===== src/rtl/jkm_pkg.sv =====
// ----------------------------------------------------------------------------
// jkm_pkg: shared definitions for the joystick axis key mapper
// Command codes, mode codes, event and key codes, register indexes, and the
// command and status bundles between the controller and the datapath.
// ----------------------------------------------------------------------------
package jkm_pkg;

    // Input command codes (carried in s_axis_tuser)
    localparam logic [1:0] CMD_TICK     = 2'd0;
    localparam logic [1:0] CMD_MODE_FWD = 2'd1;
    localparam logic [1:0] CMD_MODE_BWD = 2'd2;

    // Joystick modes
    localparam logic [1:0] MODE_MOUSE  = 2'd0;
    localparam logic [1:0] MODE_SCROLL = 2'd1;
    localparam logic [1:0] MODE_AXIS   = 2'd2;
    localparam logic [1:0] MODE_KEYS   = 2'd3;

    // Event kinds
    localparam logic [1:0] KIND_PRESS   = 2'd0;
    localparam logic [1:0] KIND_RELEASE = 2'd1;
    localparam logic [1:0] KIND_AXIS    = 2'd2;

    // Key codes
    localparam logic [2:0] KEY_W           = 3'd0;
    localparam logic [2:0] KEY_S           = 3'd1;
    localparam logic [2:0] KEY_D           = 3'd2;
    localparam logic [2:0] KEY_A           = 3'd3;
    localparam logic [2:0] KEY_WHEEL_UP    = 3'd4;
    localparam logic [2:0] KEY_WHEEL_DOWN  = 3'd5;
    localparam logic [2:0] KEY_WHEEL_RIGHT = 3'd6;
    localparam logic [2:0] KEY_WHEEL_LEFT  = 3'd7;
    localparam logic [2:0] KEY_NONE        = 3'd0;

    // Configuration register indexes
    localparam int CFG_IDX_W = 3;
    localparam int CFG_DATA_W = 15;
    localparam logic [2:0] CFG_PRESS_HIGH = 3'd0;
    localparam logic [2:0] CFG_PRESS_LOW  = 3'd1;
    localparam logic [2:0] CFG_AXIS_MIN   = 3'd2;
    localparam logic [2:0] CFG_AXIS_MAX   = 3'd3;
    localparam logic [2:0] CFG_FULL_SCALE = 3'd4;
    localparam logic [2:0] CFG_X_REST     = 3'd5;
    localparam logic [2:0] CFG_Y_REST     = 3'd6;

    // Configuration reset values
    localparam logic [9:0]  RST_PRESS_HIGH = 10'd768;
    localparam logic [9:0]  RST_PRESS_LOW  = 10'd256;
    localparam logic [9:0]  RST_AXIS_MIN   = 10'd0;
    localparam logic [9:0]  RST_AXIS_MAX   = 10'd1023;
    localparam logic [14:0] RST_FULL_SCALE = 15'd127;
    localparam logic [9:0]  RST_X_REST     = 10'd512;
    localparam logic [9:0]  RST_Y_REST     = 10'd512;

    // Controller to datapath
    typedef struct packed {
        logic capture;
        logic mode_fwd;
        logic mode_bwd;
        logic push_y;
        logic push_x;
        logic prep;
        logic mul;
        logic div_start;
        logic push_axis;
    } jkm_cmd_t;

    // Datapath to controller
    typedef struct packed {
        logic [1:0] mode;
        logic       y_evt;
        logic       x_evt;
        logic       div_busy;
        logic       out_free;
    } jkm_status_t;

endpackage


===== src/rtl/joystick_axis_key_mapper_core.sv =====
// ----------------------------------------------------------------------------
// joystick_axis_key_mapper_core: joystick samples to key, wheel or axis events
// Streaming block turning X/Y ADC ticks into key transitions or coordinates.
// ----------------------------------------------------------------------------
// Each input transaction is a sample tick or a mode step. A mode step
// yields nothing. In direction-key and scroll modes a tick yields up to two
// press/release results (Y first, then X); in axis mode it yields one axis
// report, computed by the restoring dividers that develop one quotient bit
// per cycle, one per axis, running side by side. Mouse mode ticks yield
// nothing. The block works on one transaction at a time, but takes the next
// one while a finished result still waits in the output register. Write
// configuration only while the block is idle.
// ----------------------------------------------------------------------------
module joystick_axis_key_mapper_core #(
    parameter int SAMPLE_BITS = 10,
    parameter int AXIS_BITS   = 16,
    localparam int IN_W  = ((2 * SAMPLE_BITS + 7) / 8) * 8,
    localparam int OUT_W = ((3 + 2 * AXIS_BITS + 7) / 8) * 8
) (
    input  logic                              aclk,
    input  logic                              aresetn,
    // Configuration write port
    input  logic                              cfg_wr_en,
    input  logic [jkm_pkg::CFG_IDX_W-1:0]     cfg_index,
    input  logic [jkm_pkg::CFG_DATA_W-1:0]    cfg_wdata,
    // Input stream
    input  logic                              s_axis_tvalid,
    output logic                              s_axis_tready,
    input  logic [IN_W-1:0]                   s_axis_tdata,  // x_sample, y_sample, zero pad
    input  logic [1:0]                        s_axis_tuser,  // command
    // Result stream
    output logic                              m_axis_tvalid,
    input  logic                              m_axis_tready,
    output logic [OUT_W-1:0]                  m_axis_tdata,  // key_code, axis_x_value,
                                                             // axis_y_value, zero pad
    output logic [1:0]                        m_axis_tuser,  // event_kind
    output logic                              m_axis_tlast   // last_of_run
);

    import jkm_pkg::*;

    jkm_cmd_t    cmd;
    jkm_status_t status;

    logic [SAMPLE_BITS-1:0] in_x, in_y;
    logic [2:0]             out_key;
    logic [AXIS_BITS-1:0]   out_ax, out_ay;

    // Unpack the sample fields; the pad bits are ignored
    assign in_x = s_axis_tdata[SAMPLE_BITS-1:0];
    assign in_y = s_axis_tdata[2*SAMPLE_BITS-1:SAMPLE_BITS];

    // Sequence each transaction
    jkm_ctrl u_ctrl (
        .aclk     (aclk),
        .aresetn  (aresetn),
        .in_valid (s_axis_tvalid),
        .in_cmd   (s_axis_tuser),
        .in_ready (s_axis_tready),
        .status   (status),
        .cmd      (cmd)
    );

    // Hold configuration, mode, flags; compute and register the results
    jkm_datapath #(.SB(SAMPLE_BITS), .AB(AXIS_BITS)) u_datapath (
        .aclk      (aclk),
        .aresetn   (aresetn),
        .cfg_wr_en (cfg_wr_en),
        .cfg_index (cfg_index),
        .cfg_wdata (cfg_wdata),
        .in_x      (in_x),
        .in_y      (in_y),
        .cmd       (cmd),
        .status    (status),
        .out_ready (m_axis_tready),
        .out_valid (m_axis_tvalid),
        .out_kind  (m_axis_tuser),
        .out_key   (out_key),
        .out_ax    (out_ax),
        .out_ay    (out_ay),
        .out_last  (m_axis_tlast)
    );

    // Pack the result fields, lowest first, zero filled to whole bytes
    assign m_axis_tdata = OUT_W'({out_ay, out_ax, out_key});

endmodule


===== src/rtl/jkm_div.sv =====
// ----------------------------------------------------------------------------
// jkm_div: restoring divider, one quotient bit per cycle
// Expects the numerator's upper part to be below the denominator, so only
// the low quotient bits need developing.
// ----------------------------------------------------------------------------
module jkm_div #(
    parameter int SB = 10,
    parameter int QB = 15
) (
    input  logic             aclk,
    input  logic             aresetn,
    input  logic             start,
    input  logic [SB+QB-1:0] numer,
    input  logic [SB-1:0]    denom,
    output logic             busy,
    output logic [QB-1:0]    quot
);

    localparam int CNT_W = $clog2(QB + 1);

    logic             busy_reg, busy_next;
    logic [CNT_W-1:0] cnt_reg, cnt_next;
    logic [SB-1:0]    rem_reg, rem_next;
    logic [QB-1:0]    low_reg, low_next;
    logic [SB-1:0]    den_reg, den_next;
    logic [SB:0]      rem_shift;
    logic [SB:0]      rem_diff;
    logic             ge;

    always_comb begin
        rem_shift = {rem_reg, low_reg[QB-1]};
        ge        = rem_shift >= {1'b0, den_reg};
        rem_diff  = rem_shift - {1'b0, den_reg};
        busy_next = busy_reg;
        cnt_next  = cnt_reg;
        rem_next  = rem_reg;
        low_next  = low_reg;
        den_next  = den_reg;
        if (start) begin
            busy_next = 1'b1;
            cnt_next  = CNT_W'(QB);
            rem_next  = numer[SB+QB-1:QB];
            low_next  = numer[QB-1:0];
            den_next  = denom;
        end else if (busy_reg) begin
            rem_next = ge ? rem_diff[SB-1:0] : rem_shift[SB-1:0];
            low_next = {low_reg[QB-2:0], ge};
            cnt_next = cnt_reg - CNT_W'(1);
            if (cnt_reg == CNT_W'(1)) begin
                busy_next = 1'b0;
            end
        end
    end

    always_ff @(posedge aclk) begin
        if (!aresetn) begin
            busy_reg <= 1'b0;
            cnt_reg  <= '0;
        end else begin
            busy_reg <= busy_next;
            cnt_reg  <= cnt_next;
        end
        rem_reg <= rem_next;
        low_reg <= low_next;
        den_reg <= den_next;
    end

    assign busy = busy_reg;
    assign quot = low_reg;

endmodule


===== src/rtl/jkm_datapath.sv =====
// ----------------------------------------------------------------------------
// jkm_datapath: registers, key chains, coordinate arithmetic, output stage
// Holds configuration, mode and held flags, evaluates both key chains,
// prepares and divides the axis coordinates, and drives the result register.
// ----------------------------------------------------------------------------
module jkm_datapath #(
    parameter int SB = 10,
    parameter int AB = 16
) (
    input  logic                               aclk,
    input  logic                               aresetn,
    input  logic                               cfg_wr_en,
    input  logic [jkm_pkg::CFG_IDX_W-1:0]      cfg_index,
    input  logic [jkm_pkg::CFG_DATA_W-1:0]     cfg_wdata,
    input  logic [SB-1:0]                      in_x,
    input  logic [SB-1:0]                      in_y,
    input  jkm_pkg::jkm_cmd_t                  cmd,
    output jkm_pkg::jkm_status_t               status,
    input  logic                               out_ready,
    output logic                               out_valid,
    output logic [1:0]                         out_kind,
    output logic [2:0]                         out_key,
    output logic signed [AB-1:0]               out_ax,
    output logic signed [AB-1:0]               out_ay,
    output logic                               out_last
);

    import jkm_pkg::*;

    localparam int QB = AB - 1;
    localparam logic [14:0] FULL_MAX = 15'((32'd1 << QB) - 32'd1);

    typedef struct packed {
        logic       evt;
        logic [1:0] kind;
        logic       neg;
        logic       hi;
        logic       lo;
    } key_res_t;

    typedef struct packed {
        logic          zero;
        logic          sat;
        logic          neg;
        logic [SB-1:0] delta;
        logic [SB-1:0] span;
    } coord_prep_t;

    function automatic logic [SB-1:0] fit(input logic [9:0] v);
        logic [SB+9:0] t;
        t = {{SB{1'b0}}, v};
        return t[SB-1:0];
    endfunction

    function automatic key_res_t key_chain(input logic [SB-1:0] s, input logic hi,
                                           input logic lo, input logic [SB-1:0] th,
                                           input logic [SB-1:0] tl);
        key_res_t r;
        r = '{evt: 1'b1, kind: KIND_PRESS, neg: 1'b0, hi: hi, lo: lo};
        priority if (!hi && s >= th) begin
            r.hi = 1'b1;
        end else if (hi && s < th) begin
            r.hi   = 1'b0;
            r.kind = KIND_RELEASE;
        end else if (!lo && s <= tl) begin
            r.lo  = 1'b1;
            r.neg = 1'b1;
        end else if (lo && s > tl) begin
            r.lo   = 1'b0;
            r.neg  = 1'b1;
            r.kind = KIND_RELEASE;
        end else begin
            r.evt = 1'b0;
        end
        return r;
    endfunction

    function automatic coord_prep_t coord_prep(input logic [SB-1:0] pos,
                                               input logic [SB-1:0] org,
                                               input logic [SB-1:0] mn,
                                               input logic [SB-1:0] mx);
        coord_prep_t c;
        c = '{zero: 1'b0, sat: 1'b0, neg: 1'b0, delta: '0, span: '0};
        priority if (pos == org) begin
            c.zero = 1'b1;
        end else if (org > pos) begin
            c.neg   = 1'b1;
            c.delta = org - pos;
            c.zero  = mn > org;
            c.span  = org - mn;
        end else begin
            c.delta = pos - org;
            c.zero  = mx < org;
            c.span  = mx - org;
        end
        // Zero span falls in here too: saturate to full scale
        c.sat = !c.zero && (c.delta >= c.span);
        return c;
    endfunction

    // Configuration
    logic [9:0]  press_high_reg, press_high_next;
    logic [9:0]  press_low_reg, press_low_next;
    logic [9:0]  axis_min_reg, axis_min_next;
    logic [9:0]  axis_max_reg, axis_max_next;
    logic [14:0] full_scale_reg, full_scale_next;
    logic [9:0]  x_rest_reg, x_rest_next;
    logic [9:0]  y_rest_reg, y_rest_next;

    // State
    logic [1:0]  mode_reg, mode_next;
    logic        y_hi_reg, y_hi_next, y_lo_reg, y_lo_next;
    logic        x_hi_reg, x_hi_next, x_lo_reg, x_lo_next;
    logic [SB-1:0] x_reg, x_next, y_reg, y_next;

    // Coordinate pipeline
    coord_prep_t   cx_reg, cx_next, cy_reg, cy_next;
    logic [SB+QB-1:0] px_reg, px_next, py_reg, py_next;
    logic [QB-1:0] full;
    logic [QB-1:0] qx, qy;
    logic          bx, by;
    logic [QB-1:0] mag_x, mag_y;
    logic [AB-1:0] val_x, val_y;

    // Key chains
    key_res_t yres, xres;
    logic [2:0] ykey_pos, ykey_neg, xkey_pos, xkey_neg;

    // Output register
    logic          valid_reg, valid_next;
    logic [1:0]    kind_reg, kind_next;
    logic [2:0]    key_reg, key_next;
    logic [AB-1:0] ax_reg, ax_next, ay_reg, ay_next;
    logic          last_reg, last_next;
    logic          out_free;

    assign full = (full_scale_reg > FULL_MAX) ? FULL_MAX[QB-1:0] : full_scale_reg[QB-1:0];

    always_comb begin
        yres = key_chain(y_reg, y_hi_reg, y_lo_reg, fit(press_high_reg), fit(press_low_reg));
        xres = key_chain(x_reg, x_hi_reg, x_lo_reg, fit(press_high_reg), fit(press_low_reg));
        if (mode_reg == MODE_SCROLL) begin
            ykey_pos = KEY_WHEEL_UP;
            ykey_neg = KEY_WHEEL_DOWN;
            xkey_pos = KEY_WHEEL_RIGHT;
            xkey_neg = KEY_WHEEL_LEFT;
        end else begin
            ykey_pos = KEY_W;
            ykey_neg = KEY_S;
            xkey_pos = KEY_D;
            xkey_neg = KEY_A;
        end
    end

    // Configuration writes
    always_comb begin
        press_high_next = press_high_reg;
        press_low_next  = press_low_reg;
        axis_min_next   = axis_min_reg;
        axis_max_next   = axis_max_reg;
        full_scale_next = full_scale_reg;
        x_rest_next     = x_rest_reg;
        y_rest_next     = y_rest_reg;
        if (cfg_wr_en) begin
            unique case (cfg_index)
                CFG_PRESS_HIGH: press_high_next = cfg_wdata[9:0];
                CFG_PRESS_LOW:  press_low_next  = cfg_wdata[9:0];
                CFG_AXIS_MIN:   axis_min_next   = cfg_wdata[9:0];
                CFG_AXIS_MAX:   axis_max_next   = cfg_wdata[9:0];
                CFG_FULL_SCALE: full_scale_next = cfg_wdata;
                CFG_X_REST:     x_rest_next     = cfg_wdata[9:0];
                CFG_Y_REST:     y_rest_next     = cfg_wdata[9:0];
                default: ;
            endcase
        end
    end

    // Mode, flags, captured samples, coordinate preparation
    always_comb begin
        mode_next = mode_reg;
        y_hi_next = y_hi_reg;
        y_lo_next = y_lo_reg;
        x_hi_next = x_hi_reg;
        x_lo_next = x_lo_reg;
        x_next    = x_reg;
        y_next    = y_reg;
        cx_next   = cx_reg;
        cy_next   = cy_reg;
        px_next   = px_reg;
        py_next   = py_reg;
        if (cmd.mode_fwd) begin
            mode_next = mode_reg + 2'd1;
        end else if (cmd.mode_bwd) begin
            mode_next = mode_reg - 2'd1;
        end
        if (cmd.capture) begin
            x_next = in_x;
            y_next = in_y;
        end
        if (cmd.push_y) begin
            y_hi_next = yres.hi;
            y_lo_next = yres.lo;
        end
        if (cmd.push_x) begin
            x_hi_next = xres.hi;
            x_lo_next = xres.lo;
        end
        if (cmd.prep) begin
            cx_next = coord_prep(x_reg, fit(x_rest_reg), fit(axis_min_reg), fit(axis_max_reg));
            cy_next = coord_prep(y_reg, fit(y_rest_reg), fit(axis_min_reg), fit(axis_max_reg));
        end
        if (cmd.mul) begin
            px_next = cx_reg.delta * full;
            py_next = cy_reg.delta * full;
        end
    end

    jkm_div #(.SB(SB), .QB(QB)) u_div_x (
        .aclk    (aclk),
        .aresetn (aresetn),
        .start   (cmd.div_start),
        .numer   (px_reg),
        .denom   (cx_reg.span),
        .busy    (bx),
        .quot    (qx)
    );

    jkm_div #(.SB(SB), .QB(QB)) u_div_y (
        .aclk    (aclk),
        .aresetn (aresetn),
        .start   (cmd.div_start),
        .numer   (py_reg),
        .denom   (cy_reg.span),
        .busy    (by),
        .quot    (qy)
    );

    always_comb begin
        mag_x = cx_reg.zero ? '0 : (cx_reg.sat ? full : qx);
        mag_y = cy_reg.zero ? '0 : (cy_reg.sat ? full : qy);
        val_x = cx_reg.neg ? -{1'b0, mag_x} : {1'b0, mag_x};
        // Y is reported negated
        val_y = cy_reg.neg ? {1'b0, mag_y} : -{1'b0, mag_y};
    end

    // Output register
    assign out_free = !valid_reg || out_ready;

    always_comb begin
        valid_next = valid_reg;
        kind_next  = kind_reg;
        key_next   = key_reg;
        ax_next    = ax_reg;
        ay_next    = ay_reg;
        last_next  = last_reg;
        if (out_ready) begin
            valid_next = 1'b0;
        end
        if (cmd.push_y) begin
            valid_next = 1'b1;
            kind_next  = yres.kind;
            key_next   = yres.neg ? ykey_neg : ykey_pos;
            ax_next    = '0;
            ay_next    = '0;
            last_next  = !xres.evt;
        end else if (cmd.push_x) begin
            valid_next = 1'b1;
            kind_next  = xres.kind;
            key_next   = xres.neg ? xkey_neg : xkey_pos;
            ax_next    = '0;
            ay_next    = '0;
            last_next  = 1'b1;
        end else if (cmd.push_axis) begin
            valid_next = 1'b1;
            kind_next  = KIND_AXIS;
            key_next   = KEY_NONE;
            ax_next    = val_x;
            ay_next    = val_y;
            last_next  = 1'b1;
        end
    end

    always_ff @(posedge aclk) begin
        if (!aresetn) begin
            press_high_reg <= RST_PRESS_HIGH;
            press_low_reg  <= RST_PRESS_LOW;
            axis_min_reg   <= RST_AXIS_MIN;
            axis_max_reg   <= RST_AXIS_MAX;
            full_scale_reg <= RST_FULL_SCALE;
            x_rest_reg     <= RST_X_REST;
            y_rest_reg     <= RST_Y_REST;
            mode_reg       <= MODE_KEYS;
            y_hi_reg       <= 1'b0;
            y_lo_reg       <= 1'b0;
            x_hi_reg       <= 1'b0;
            x_lo_reg       <= 1'b0;
            valid_reg      <= 1'b0;
        end else begin
            press_high_reg <= press_high_next;
            press_low_reg  <= press_low_next;
            axis_min_reg   <= axis_min_next;
            axis_max_reg   <= axis_max_next;
            full_scale_reg <= full_scale_next;
            x_rest_reg     <= x_rest_next;
            y_rest_reg     <= y_rest_next;
            mode_reg       <= mode_next;
            y_hi_reg       <= y_hi_next;
            y_lo_reg       <= y_lo_next;
            x_hi_reg       <= x_hi_next;
            x_lo_reg       <= x_lo_next;
            valid_reg      <= valid_next;
        end
        x_reg    <= x_next;
        y_reg    <= y_next;
        cx_reg   <= cx_next;
        cy_reg   <= cy_next;
        px_reg   <= px_next;
        py_reg   <= py_next;
        kind_reg <= kind_next;
        key_reg  <= key_next;
        ax_reg   <= ax_next;
        ay_reg   <= ay_next;
        last_reg <= last_next;
    end

    assign status = '{mode: mode_reg, y_evt: yres.evt, x_evt: xres.evt,
                      div_busy: bx | by, out_free: out_free};

    assign out_valid = valid_reg;
    assign out_kind  = kind_reg;
    assign out_key   = key_reg;
    assign out_ax    = ax_reg;
    assign out_ay    = ay_reg;
    assign out_last  = last_reg;

endmodule


===== src/rtl/jkm_ctrl.sv =====
// ----------------------------------------------------------------------------
// jkm_ctrl: sequencing state machine
// Takes one transaction at a time, then walks the key events or the
// coordinate computation, issuing commands to the datapath.
// ----------------------------------------------------------------------------
module jkm_ctrl (
    input  logic                  aclk,
    input  logic                  aresetn,
    input  logic                  in_valid,
    input  logic [1:0]            in_cmd,
    output logic                  in_ready,
    input  jkm_pkg::jkm_status_t  status,
    output jkm_pkg::jkm_cmd_t     cmd
);

    import jkm_pkg::*;

    typedef enum logic [7:0] {
        ST_IDLE  = 8'b0000_0001,
        ST_KEY_Y = 8'b0000_0010,
        ST_KEY_X = 8'b0000_0100,
        ST_PREP  = 8'b0000_1000,
        ST_MUL   = 8'b0001_0000,
        ST_LOAD  = 8'b0010_0000,
        ST_DIV   = 8'b0100_0000,
        ST_EMIT  = 8'b1000_0000
    } state_t;

    state_t state_reg, state_next;

    always_comb begin
        state_next = state_reg;
        cmd        = '0;
        in_ready   = 1'b0;
        unique case (state_reg)
            ST_IDLE: begin
                in_ready = 1'b1;
                if (in_valid) begin
                    cmd.capture = 1'b1;
                    priority if (in_cmd == CMD_MODE_FWD) begin
                        cmd.mode_fwd = 1'b1;
                    end else if (in_cmd == CMD_MODE_BWD) begin
                        cmd.mode_bwd = 1'b1;
                    end else if (in_cmd == CMD_TICK) begin
                        if (status.mode == MODE_KEYS || status.mode == MODE_SCROLL) begin
                            state_next = ST_KEY_Y;
                        end else if (status.mode == MODE_AXIS) begin
                            state_next = ST_PREP;
                        end
                    end else begin
                        // unused command code: drop
                    end
                end
            end
            ST_KEY_Y: begin
                if (!status.y_evt) begin
                    state_next = ST_KEY_X;
                end else if (status.out_free) begin
                    cmd.push_y = 1'b1;
                    state_next = ST_KEY_X;
                end
            end
            ST_KEY_X: begin
                if (!status.x_evt) begin
                    state_next = ST_IDLE;
                end else if (status.out_free) begin
                    cmd.push_x = 1'b1;
                    state_next = ST_IDLE;
                end
            end
            ST_PREP: begin
                cmd.prep   = 1'b1;
                state_next = ST_MUL;
            end
            ST_MUL: begin
                cmd.mul    = 1'b1;
                state_next = ST_LOAD;
            end
            ST_LOAD: begin
                cmd.div_start = 1'b1;
                state_next    = ST_DIV;
            end
            ST_DIV: begin
                if (!status.div_busy) begin
                    state_next = ST_EMIT;
                end
            end
            ST_EMIT: begin
                if (status.out_free) begin
                    cmd.push_axis = 1'b1;
                    state_next    = ST_IDLE;
                end
            end
            default: state_next = ST_IDLE;
        endcase
    end

    always_ff @(posedge aclk) begin
        if (!aresetn) begin
            state_reg <= ST_IDLE;
        end else begin
            state_reg <= state_next;
        end
    end

endmodule

===== config.mk =====
export PLATFORM = sky130hd
export DESIGN_NAME = joystick_axis_key_mapper_core
export DESIGN_NICKNAME = d
export VERILOG_FILES = /design/src/rtl/jkm_pkg.sv /design/src/rtl/joystick_axis_key_mapper_core.sv /design/src/rtl/jkm_div.sv /design/src/rtl/jkm_datapath.sv /design/src/rtl/jkm_ctrl.sv
export SDC_FILE = /design/constraint.sdc
export NUM_CORES = 2
export LEC_CHECK = 0
export ABC_AREA = 0
export BUFFER_PORTS_ARGS = -buffer_cell sky130_fd_sc_hd__buf_2
export CORE_MARGIN = 3
export CORE_UTILIZATION = 60
export CTS_CLUSTER_SIZE = 20
export DETAILED_ROUTE_END_ITERATION = 6
export PLACE_DENSITY = 0.79
export SETUP_SLACK_MARGIN = 0.3
export SYNTH_ARGS = -nofsm -noshare
export SYNTH_HDL_FRONTEND = slang
export SYNTH_HIERARCHICAL = 1
export SYNTH_SLANG_ARGS = --single-unit

===== constraint.sdc =====
create_clock -name aclk -period 8.55 [get_ports aclk]
set_input_delay 0 -clock aclk [delete_from_list [all_inputs] [get_ports aclk]]
set_output_delay 0 -clock aclk [all_outputs]
set_load 0.05 [all_outputs]

# Word level (Yosys, flattened, before mapping)
# Index checks and enable logic that the tools add are counted.
dict set report op_classes {
  n_bitwise 5
  n_lt_le_gt_ge 19
  n_eq_ne 30
  multipliers 2
  n_reduce_logical 44
  n_mux 113
  addsub 16
}
# operator n
set ops {}
lappend ops {{15-bit 2-to-1 mux} 9}
lappend ops {{10-bit subtractor} 10}
lappend ops {{8-bit 2-to-1 mux} 11}
lappend ops {{21-bit 2-to-1 mux} 4}
lappend ops {{8-bit case mux with 8 select lines} 1}
lappend ops {{10-bit greater-than comparator} 6}
lappend ops {{10-bit 2-to-1 mux} 6}
lappend ops {{10-bit by 15-bit multiplier with 25-bit output} 2}
lappend ops {{1-bit 2-to-1 mux} 50}
lappend ops {{10-bit greater-or-equal comparator} 4}
lappend ops {{10-bit less-than comparator} 4}
lappend ops {{20-bit 2-to-1 mux} 2}
lappend ops {{3-bit 2-to-1 mux} 13}
lappend ops {{16-bit 2-to-1 mux} 2}
lappend ops {{15-bit negator with 16-bit output} 2}
lappend ops {{4-bit 2-to-1 mux} 6}
lappend ops {{11-bit by 10-bit greater-or-equal comparator with 1-bit output} 2}
lappend ops {{10-bit == test} 2}
lappend ops {{10-bit less-or-equal comparator} 2}
lappend ops {{2-bit 2-to-1 mux} 9}
lappend ops {{2-bit AND reduction} 9}
lappend ops {{15-bit greater-than comparator (second input constant)} 1}
lappend ops {{2-bit nonzero test} 7}
lappend ops {{1-bit logical AND} 10}
lappend ops {{other kinds (32)} 55}
dict set report totals {
  regBits 324
  output_inout_bits 45
  elab_cells 272
  in_bits 49
}

# Depth between registers and ports, before layout
dict set report logic_depth {
  ltp_word 10
  ltp_mapped 22
}

# Cells and area by module
# Netlist, hierarchy kept.
# mod instances seq_area_each_um2 area_each_um2 cells_per_inst
set modules_own_cells {}
lappend modules_own_cells {jkm_datapath 1 5945.7 23364.9 2599}
lappend modules_own_cells {jkm_div 2 1151.1 2162.1 182}
lappend modules_own_cells {jkm_ctrl 1 160.2 540.5 60}
lappend modules_own_cells {joystick_axis_key_mapper_core 1 0.0 41.3 6}

# Least setup slack after synthesis
# No wires, ideal clock.
dict set report synth_timing {
  kind {register to register}
  start {register u_datapath/cy_reg[11] in the netlist's numbering}
  end {register u_datapath.py_reg[22] (data pin)}
  t_arrival_ns 5.562
  synth_period_minus_slack_ns 5.821
  setup_slack_ns 2.729
  path_stages_with_launch 22
  required_ns 8.291
  cell_sequence {edfxtp_1 -> clkbuf_1 -> nand2_1 -> fa_1 -> inv_1 -> fa_1 -> inv_1 -> fa_1 -> inv_1 -> fa_1 -> inv_1 -> fa_1 -> inv_1 -> ha_1 -> o41ai_1 -> a21oi_1 -> o221ai_1 -> o21ai_0 -> or4b_1 -> a31o_2 -> a21oi_1 -> xnor2_1}
}
dict set report synth_between {
  elab_chain_cells 1
}
# item line_no
set synth_rtl {}
lappend synth_rtl {{start, declared} jkm_datapath.sv:117} ;# coord_prep_t cx_reg, cx_next, cy_reg, cy_next;
lappend synth_rtl {{start signal, assigned} jkm_datapath.sv:316} ;# cy_reg <= cy_next;
lappend synth_rtl {{10-bit by 15-bit multiplier with 25-bit output} jkm_datapath.sv:214} ;# py_next = cy_reg.delta * full;
lappend synth_rtl {{end signal, assigned} jkm_datapath.sv:318} ;# py_reg <= py_next;
lappend synth_rtl {{end, declared} jkm_datapath.sv:118} ;# logic [SB+QB-1:0] px_reg, px_next, py_reg, py_next;
# Every way passes these cells.
# A chain may end at the register's enable or synchronous reset.

# Worst setup path after layout
dict set report layout_timing {
  start {register u_datapath.full_scale_reg[7]}
  end {register u_datapath.px_reg[23] (data pin)}
}
dict set report layout_between {
  elab_chain_cells 3
}
# item line_no
set layout_rtl {}
lappend layout_rtl {{start, declared} jkm_datapath.sv:106} ;# logic [14:0] full_scale_reg, full_scale_next;
lappend layout_rtl {{start signal, assigned} jkm_datapath.sv:303} ;# full_scale_reg <= full_scale_next;
lappend layout_rtl {{15-bit greater-than comparator} jkm_datapath.sv:137} ;# assign full = (full_scale_reg > FULL_MAX) ? FULL_MAX[QB-1:0] : full_scale_reg[QB-1:0];
lappend layout_rtl {{15-bit 2-to-1 mux *} jkm_datapath.sv:137}
lappend layout_rtl {{10-bit by 15-bit multiplier with 25-bit output *} jkm_datapath.sv:213} ;# px_next = cx_reg.delta * full;
lappend layout_rtl {{end signal, assigned} jkm_datapath.sv:317} ;# px_reg <= px_next;
lappend layout_rtl {{end, declared} jkm_datapath.sv:118}
# Every way passes the cells marked *; elsewhere a longest branch is shown, timed or not.

==> flow_metrics.env <==
export IMPL_outcome="finished, final reports clean"
export IMPL_drt_iter0_markers=1686
export IMPL_ys_warn_count=6
export IMPL_gp_congestion=0.901
export IMPL_cap_violations=0
export IMPL_fillers=3537
export IMPL_vias_per_cell=5.98
export IMPL_switching_power_w=0.00147
export IMPL_timing_rr_start="u_datapath/full_scale_reg[7]"
export IMPL_arrival_ps=6930
export IMPL_pwr_share_seq_pct=36.9
export IMPL_finalCriticalPeriod_ps=6620
export IMPL_grt_max_degree=63
export IMPL_ys_seq_elements=324
export IMPL_start_util_pct=61.5
export IMPL_synth_cell_types=90
export IMPL_cts_tree="yes"
export IMPL_htree_levels=2
export IMPL_synth_edff_count=192
export IMPL_grt_use_total_pct=29.4
export IMPL_hold_path_depth=5
export IMPL_syn_inst=3029
export IMPL_reg2reg_depth=21
export IMPL_cp_data_required_time_ps=8860
export IMPL_die_width_um=223
export IMPL_fp_dieH_um=223
export IMPL_grt_pass1_vias=22300
export IMPL_p_leak_nw=14.0
export IMPL_relSlewSlack_pct=16.5
export IMPL_slew_viol_final=0
export IMPL_post_cts_setup_buffer_count=0
export IMPL_critical_path_max_fanout=23
export IMPL_ant_nets=0
export IMPL_skew_ps=27.9
export IMPL_internal_power_w=0.00328
export IMPL_clock_latency_ps=580
export IMPL_ys_flop_type="edfxtp_1"
export IMPL_clkTransAtPathRegs_ps=60
export IMPL_p_clk_share_pct=36.8
export IMPL_yosys_area_top_type="edfxtp_1"
export IMPL_yosys_area_top_type_share_pct=20.4
export IMPL_ios=94
export IMPL_fmax_mhz=151
export IMPL_numCtsBuffers=40
export IMPL_path_class="register to register"
export IMPL_fin_cells=3731
export IMPL_critPathCaptureType="register"
export IMPL_swShare_pct=30.9
export IMPL_drcViolationCount=0
export IMPL_cp_start_kind="register"
export IMPL_io_buffers=84
export IMPL_met2_usage_pct=48.2
export IMPL_syn_to_final_growth_pct=9.35
export IMPL_cts_repair_resized=0
export IMPL_grt_busiest_layer="met2"
export IMPL_grt_overflow_total=0
export IMPL_fp_row_count=78
export IMPL_power_density_nw_per_um2=154
export IMPL_finalSetupViolCount=0
export IMPL_tightest_slew_ps=1250
export IMPL_rsz0062_at_grt="false"
export IMPL_synthTopCellsByArea="edfxtp_1, fa_1, ha_1"
export IMPL_clk_path_buf_depth=3
export IMPL_synth_avg_cell_area_um2=9.33
export IMPL_dieArea_um2=49800
export IMPL_cts_hold_buf=45
export IMPL_synth_seq_area_share_pct=29.7
export IMPL_drt_pass1_iterations=5
export IMPL_drive_gt1_share_pct=8.27
export IMPL_finalNetCount=3652
export IMPL_min_from="cfg_index[2]"
export IMPL_ir_drop_uv=174
export IMPL_antenna_found_initial=0
export IMPL_dpl_hpwl_um=54500
export IMPL_core_region_area_um2=46000
export IMPL_final_common_cell="nand2_1"
export IMPL_clockRootBuffer="clkbuf_16"
export IMPL_async_flop_share_pct=0
export IMPL_vias=22300
export IMPL_antenna_cells=0
export IMPL_grt_pass1_wl_um=117000
export IMPL_drt_wl_total_um=73700
export IMPL_period_share_pct=77.4
export IMPL_cts_sinks=324
export IMPL_r2r_slack_ps=1930
export IMPL_min_to="u_datapath/y_rest_reg[0]"
export IMPL_r2r_end="u_datapath/px_reg[23]"
export IMPL_tns_ps=0
export IMPL_met3_usage_pct=4.32
export IMPL_dp_cells=3613
export IMPL_use_met1_pct=39.3
export IMPL_final_cell_mix="nand2_1, inv_1, ha_1, fa_1, edfxtp_1"
export IMPL_synthesis_area_um2=28300
export IMPL_hp_class="input pin to register"
export IMPL_pwr_share_comb_pct=26.2
export IMPL_finalHoldViolations=0
export IMPL_routedWlPerCell_um=19.8
cell usage after synthesis, types with 39 or more instances:
library cell,number
ha_1,289
and2_1,153
clkbuf_1,99
xnor2_1,75
mux2_2,39
fa_1,214
dfxtp_1,132
xor2_1,50
inv_1,380
o21ai_0,70
nand2_1,417
a211oi_1,41
nor2_1,171
mux2i_1,61
a21o_1,58
nand3_1,42
a21oi_1,169
edfxtp_1,192
cell families (layout without fill, tap and decap cells):
| kind of cell | after synthesis | count (layout) | share of synthesized area (%) |
|---|---|---|---|
| xor gates and xnor gates | 125 | 125 | 3.87 |
| AOI/OAI and AO/OA | 497 | 497 | 11.4 |
| adders and majority gates | 503 | 503 | 27.9 |
| muxes | 101 | 101 | 3.77 |
| buffers and inverters | 507 | 605 | 6.92 |
| other | 1 | 5 | 0.0133 |
| and+or+nand+nor | 971 | 971 | 16.4 |
| DFF | 324 | 324 | 29.7 |
through the flow:
stage               hold WS (ps)  power, W  area, um^2  setup WS, ps  utilization [%]
CTS                         54.7   0.00476       30900          1980             67.3
global route                 138   0.00501       30900          1590             67.3
finish                      88.4   0.00475       30900          1930             67.3
floorplan                   98.9   0.00271       28300          2730                -
detailed placement           178   0.00299       29100          2030             63.3
global placement             176   0.00294       29100          2040             63.3
critical path, cell delays in order, from the launching register on:
cell	delay [ps]
dfxtp_1	980
nand2_1	170
fa_1	530
inv_1	50
fa_1	500
inv_1	50
fa_1	470
inv_1	50
fa_1	520
inv_1	50
fa_1	530
inv_1	40
ha_1	360
a2111oi_0	420
o21ai_0	200
a31oi_1	360
o21ai_1	150
o211a_1	270
o21ai_1	210
o2111ai_1	150
a21oi_1	200
xnor2_1	90
layout make-up:
type                            count  area (um^2)  area share [%]
Clock buffer                       57         1200            3.88
Tap cell                          600          751            2.43
Sequential cell                   324         8410            27.2
Multi-Input combinational cell   2202        17900            58.0
Timing Repair Buffer              148         1010            3.28
Inverter                          384         1440            4.67
Clock inverter                     16          155           0.502
power by group through the flow:
stage	combinational (W)	sequential [W]	clock, W
after detailed placement	0.00121	0.00179	0
final	0.00125	0.00175	0.00175
after floorplan	0.000945	0.00177	0
after global placement	0.00116	0.00179	0
after CTS	0.00123	0.00175	0.00177
after global routing	0.00141	0.00175	0.00184
worst max path at each step:
stage / end / startpoint / slack, ps / depth (start not counted)
floorplan: u_datapath/py_reg[22] / u_datapath/cy_reg[11] / 2730 / 21
global placement: u_datapath/py_reg[24] / u_datapath/full_scale_reg[7] / 2040 / 21
detailed placement: u_datapath/py_reg[24] / u_datapath/full_scale_reg[7] / 2030 / 21
CTS: u_datapath/px_reg[23] / u_datapath/full_scale_reg[7] / 1980 / 21
global route: u_datapath/py_reg[22] / u_datapath/full_scale_reg[7] / 1590 / 20
finish: u_datapath/px_reg[23] / u_datapath/full_scale_reg[7] / 1930 / 21
per-layer routing:
metal / routed length (um) / vias to the layer above
met5: 0 / -
met1: 30500 / 11000
met4: 3140 / 0
met2: 34500 / 893
li1: - / 10300
met3: 5590 / 170
Note: power is estimated with default switching activity, not from simulation.
